--- config.mk ---
export PLATFORM = sky130hd
export DESIGN_NAME = aes_cbc_ram
export DESIGN_NICKNAME = d
export VERILOG_FILES = /design/src/hdl/aes_cbc_ram.sv
export SDC_FILE = /design/constraint.sdc
export NUM_CORES = 2
export LEC_CHECK = 0
export ABC_CLOCK_PERIOD_IN_PS = 25800
export BUFFER_PORTS_ARGS = -buffer_cell sky130_fd_sc_hd__buf_2
export CORE_ASPECT_RATIO = 0.75
export CORE_MARGIN = 10
export CORE_UTILIZATION = 30
export CTS_CLUSTER_DIAMETER = 60
export DETAILED_ROUTE_END_ITERATION = 10
export SLEW_MARGIN = 20
export SYNTH_ARGS = -nofsm -noshare
export SYNTH_HDL_FRONTEND = slang
export SYNTH_SLANG_ARGS = --single-unit
export TNS_END_PERCENT = 50
--- constraint.sdc ---
create_clock -name i_clk -period 25.8 [get_ports i_clk]
set_input_delay 7.74 -clock i_clk [delete_from_list [all_inputs] [get_ports i_clk]]
set_output_delay 7.74 -clock i_clk [all_outputs]
set_load 0.02 [all_outputs]
--- src/hdl/aes_cbc_ram.sv ---
`timescale 1ns / 1ps
`default_nettype none
module aes_cbc_ram #(
    parameter int WIDTH = 128,
    parameter int DEPTH = 15
) (
    input  wire                     i_clk,
    input  wire                     i_we,
    input  wire [$clog2(DEPTH)-1:0] i_waddr,
    input  wire [WIDTH-1:0]         i_wdata,
    input  wire [$clog2(DEPTH)-1:0] i_raddr,
    output logic [WIDTH-1:0]        o_rdata
);
    logic [WIDTH-1:0] r_mem [DEPTH];

    always_ff @(posedge i_clk) begin
        if (i_we) r_mem[i_waddr] <= i_wdata;
        o_rdata <= r_mem[i_raddr];
    end
endmodule
`default_nettype wire

==> report_table.html <==
<table>
<tr><th>Metric</th><th>Value</th></tr>
<tr><th colspan="2">Global routing</th></tr>
<tr><td>Grt ovf</td><td>0</td></tr>
<tr><td>Global-route wire length before repair</td><td>278 mm</td></tr>
<tr><td>Vias in the first global route</td><td>37508</td></tr>
<tr><td>Initial antenna violation count</td><td>69</td></tr>
<tr><td>Maximum number of pins on one net before global-route repair</td><td>104</td></tr>
<tr><td>GRT Resource Usage Total</td><td>14.0%</td></tr>
<tr><th colspan="2">Logic synthesis</th></tr>
<tr><td>Count of flip-flops with a built-in enable after synthesis</td><td>1920</td></tr>
<tr><td>Post-synth design cell area</td><td>75700 um^2</td></tr>
<tr><td>Synth top area share</td><td>76.2%</td></tr>
<tr><td>Share of synthesized area occupied by flip-flops and latches</td><td>79.6%</td></tr>
<tr><td>Cell with the most instances after synthesis</td><td>sky130_fd_sc_hd__edfxtp_1</td></tr>
<tr><td>Synth area leaders</td><td>sky130_fd_sc_hd__edfxtp_1 76%, sky130_fd_sc_hd__mux4_2 8.0%, sky130_fd_sc_hd__mux2i_1 4.8%</td></tr>
<tr><td>Largest area contributor in the synthesized netlist</td><td>sky130_fd_sc_hd__edfxtp_1</td></tr>
<tr><td>Synth Register Bits</td><td>2048</td></tr>
<tr><td>Number of library cell types mapped by synthesis</td><td>31</td></tr>
<tr><td>Yosys warns</td><td>0</td></tr>
<tr><td>Net Count, Synth</td><td>3820</td></tr>
<tr><td>Async set or reset register ratio after synthesis</td><td>0%</td></tr>
<tr><td>Synthesized instance count</td><td>3682</td></tr>
<tr><td>Mean area per synthesized cell</td><td>20.5 um^2</td></tr>
<tr><td>Leading register cell type out of synthesis</td><td>sky130_fd_sc_hd__edfxtp_1</td></tr>
<tr><td>Most used standard cells in the synthesized netlist</td><td>1920 x sky130_fd_sc_hd__edfxtp_1, 360 x sky130_fd_sc_hd__mux2i_1, 268 x sky130_fd_sc_hd__mux4_2</td></tr>
<tr><th colspan="2">Drt</th></tr>
<tr><td>Count of TritonRoute iterations in the first routing pass</td><td>5</td></tr>
<tr><td>Antenna-violating nets left</td><td>0</td></tr>
<tr><td>Per-cell via count in the routed design</td><td>4.91</td></tr>
<tr><td>Via count</td><td>36999</td></tr>
<tr><td>Remaining DRCs</td><td>0</td></tr>
<tr><td>Routed length on met2</td><td>93.4 mm</td></tr>
<tr><td>Met3 wire length</td><td>13.5 mm</td></tr>
<tr><td>Routed met1 length</td><td>83.4 mm</td></tr>
<tr><td>Uppermost signal routing layer after detailed routing</td><td>met5</td></tr>
<tr><td>First DRT Iteration DRCs</td><td>3157</td></tr>
<tr><td>Detailed Route WL</td><td>196 mm</td></tr>
<tr><td>Routed wirelength normalized by instance count</td><td>25.9 um</td></tr>
<tr><th colspan="2">Floorplan</th></tr>
<tr><td>Floorplan core area</td><td>251000 um^2</td></tr>
<tr><td>Die span in y</td><td>455 um</td></tr>
<tr><td>Cell row count</td><td>159</td></tr>
<tr><td>Die boundary width</td><td>600 um</td></tr>
<tr><td>Area enclosed by the die boundary</td><td>273000 um^2</td></tr>
<tr><td>Number of top-level pins</td><td>266</td></tr>
<tr><td>Initial Utilization</td><td>30.2%</td></tr>
<tr><th colspan="2">STA</th></tr>
<tr><td>Total negative setup slack</td><td>0 ns</td></tr>
<tr><td>Number of pins exceeding their max-slew limit in the final report</td><td>0</td></tr>
<tr><td>RSZ-0062 raised after global routing</td><td>false</td></tr>
<tr><td>Worst slew pin tran</td><td>1.13 ns</td></tr>
<tr><td>Final clock period utilization by the worst path</td><td>45.2%</td></tr>
<tr><td>Minimum clock period after layout</td><td>11.66 ns</td></tr>
<tr><td>Final setup violation count</td><td>0</td></tr>
<tr><td>Maximum clock skew at final layout</td><td>0.0876 ns</td></tr>
<tr><td>Final Hold Vio Count</td><td>0</td></tr>
<tr><td>Highest clock rate</td><td>0.0857 GHz</td></tr>
<tr><td>Slew margin rel.</td><td>24.5%</td></tr>
<tr><th colspan="2">CTS</th></tr>
<tr><td>TritonCTS buffer count</td><td>213</td></tr>
<tr><td>H-tree lvl count</td><td>4</td></tr>
<tr><td>TritonCTS clock tree</td><td>yes</td></tr>
<tr><td>Clock-pin slew on the worst setup and hold paths</td><td>0.06 ns</td></tr>
<tr><td>Clk sinks</td><td>2048</td></tr>
<tr><td>Hold bufs inserted after CTS</td><td>0</td></tr>
<tr><td>Post-cts repair resize count</td><td>0</td></tr>
<tr><td>Root Buffer Master</td><td>sky130_fd_sc_hd__clkbuf_16</td></tr>
<tr><td>Bufs on Longest Clock Path</td><td>3</td></tr>
<tr><td>Post-CTS setup-driven buffer insertion count</td><td>0</td></tr>
<tr><td>Insertion delay of the later-clocked pin in the worst-skew pair</td><td>0.85 ns</td></tr>
<tr><th colspan="2">Cells and area</th></tr>
<tr><td>Final cell count without fillers</td><td>7540</td></tr>
<tr><td>Relative area change from synthesis to final layout</td><td>16.4%</td></tr>
<tr><td>Number of fill cells</td><td>23200</td></tr>
<tr><td>Share of final-layout standard cells stronger than drive strength 1</td><td>22.8%</td></tr>
<tr><td>Post-route design area</td><td>88000 um^2</td></tr>
<tr><td>Final nets</td><td>4174</td></tr>
<tr><th colspan="2">Placed design</th></tr>
<tr><td>Quantity of I/O buffers inserted on ports</td><td>265</td></tr>
<tr><td>Hpwl dp</td><td>102 mm</td></tr>
<tr><td>Total placed cells including tap cells</td><td>7121</td></tr>
<tr><td>Cell Area, Placed</td><td>80800 um^2</td></tr>
<tr><td>Placer Congestion</td><td>0.708</td></tr>
<tr><th colspan="2">Hold path</th></tr>
<tr><td>Worst Hold Class</td><td>register to register</td></tr>
<tr><th colspan="2">Power and ir drop</th></tr>
<tr><td>Total Power</td><td>7190 uW</td></tr>
<tr><td>Share of total power in combinational logic</td><td>5.2%</td></tr>
<tr><td>Net switching component of the power</td><td>1590 uW</td></tr>
<tr><td>Worst vdd ir</td><td>60.0 uV</td></tr>
<tr><td>Pwr/cell area</td><td>81.6 nW/um^2</td></tr>
<tr><td>Design internal power</td><td>5600 uW</td></tr>
<tr><td>Sequential group share of total power</td><td>52.2%</td></tr>
<tr><td>Clock network fraction of total power</td><td>42.7%</td></tr>
<tr><td>Fraction of power spent switching nets</td><td>22.2%</td></tr>
<tr><td>Leakage power of the design</td><td>0.0287 uW</td></tr>
<tr><th colspan="2">Worst setup path</th></tr>
<tr><td>Slack of the worst reg-to-reg path</td><td>24.08 ns</td></tr>
<tr><td>Delay-heaviest family, CP</td><td>buffers and inverters</td></tr>
<tr><td>Cell at the slowest stage of the critical path</td><td>sky130_fd_sc_hd__buf_4</td></tr>
<tr><td>Maximum fanout along the worst path</td><td>68</td></tr>
<tr><td>Startpoint-to-endpoint class of the critical path</td><td>input port to register</td></tr>
<tr><td>Critical Path RT</td><td>26.51 ns</td></tr>
<tr><td>Kind of capture point of the worst setup path</td><td>register</td></tr>
<tr><td>Most used cell along the critical path</td><td>sky130_fd_sc_hd__buf_4</td></tr>
<tr><td>CP bufs+invs</td><td>5</td></tr>
<tr><td>Kind of start point of the critical path</td><td>input port</td></tr>
<tr><td>Delay of the slowest cell on the worst path</td><td>0.87 ns</td></tr>
<tr><td>Crit-path cells</td><td>buf_8 -&gt; buf_4 -&gt; buf_4 -&gt; buf_4 -&gt; buf_4 -&gt; mux4_2 -&gt; a22oi_1 -&gt; o21ai_1</td></tr>
<tr><td>Crit path arrival time</td><td>12.37 ns</td></tr>
<tr><th colspan="2">Status</th></tr>
<tr><td>Result of the run</td><td>complete, no violations</td></tr>
<tr><th colspan="2">Job</th></tr>
<tr><td>Max-cap violation count</td><td>0</td></tr>
</table>
routing by layer:
metal | vias up | GRT usage (%)
met1 | 19574 | 18.5
met2 | 1163 | 22.7
met5 | - | 0
met4 | 54 | 4.17
met3 | 349 | 3.53
li1 | 15859 | -
flip-flops by register name, indices dropped and copies added (netlist names):
signal and flops:
r_mem 1920, o_rdata 128
cell type report:
class / count / area, um^2 / area share [%]
Antenna cell: 14 / 35.0 / 0.0398
Clock buffer: 299 / 5940 / 6.75
Clock inverter: 106 / 1250 / 1.43
Inverter: 3 / 18.8 / 0.0213
Multi-Input combinational cell: 1424 / 14400 / 16.3
Sequential cell: 2048 / 60200 / 68.4
Tap cell: 3300 / 4130 / 4.69
Timing Repair Buffer: 346 / 2080 / 2.37
worst reg2reg max path, delay by kind of cell (launching register included):
| family | cells | cell delay (ns) |
|---|---|---|
| AO/OA/AOI/OAI | 2 | 0.61 |
| multiplexers | 1 | 0.47 |
| flip-flops | 1 | 0.40 |
power by group through the flow:
stage / Sequential, uW / Clock, uW / Combinational, uW
6_report: 3750 / 3070 / 371
5_1_grt: 3750 / 3290 / 402
4_1_cts: 3750 / 3140 / 379
3_5_place_dp: 3820 / 0 / 379
3_3_place_gp: 3820 / 0 / 374
2_1_floorplan: 3840 / 0 / 190
logic make-up (layout without fill, tap and decap cells):
logic type / Yosys count / count (layout) / share of synthesized area [%]
flip-flops: 2048 / 2048 / 79.6
multiplexers: 628 / 628 / 12.7
AO/OA/AOI/OAI: 500 / 500 / 4.15
AND/OR/NAND/NOR: 296 / 296 / 1.92
buffers and inverters: 210 / 754 / 1.60
other: 0 / 14 / 0
worst paths after layout:
kind | start | to | depth (start not counted)
hold reg to reg | r_mem[14][13] | o_rdata[13] | 2
setup / recovery | i_raddr[0] | o_rdata[84] | 8
hold / removal | r_mem[14][13] | o_rdata[13] | 2
setup reg to reg | r_mem[9][120] | o_rdata[120] | 3
metrics by stage:
stage / hold slack (ns) / utilization (%) / worst slack, ns
after floorplan: 0.520 / - / 8.13
after global placement: 0.541 / 32.2 / 13.14
after detailed placement: 0.550 / 32.2 / 13.10
after CTS: 0.507 / 35.1 / 14.05
after global routing: 0.538 / 35.1 / 13.79
final: 0.509 / 35.1 / 14.14
cell usage in the layout, fill, tap and decap left out, drive strengths merged, types with 14 or more instances in the layout:
master / instances
buf: 346
dfxtp: 128
mux2i: 360
a31oi: 116
clkinv: 78
mux4: 268
nor2: 32
a22oi: 128
inv: 15
edfxtp: 1920
o22ai: 116
clkbuf: 299
diode: 14
nand2: 130
nand2b: 122
o21ai: 116
Note: power is estimated with default switching activity, not from simulation.
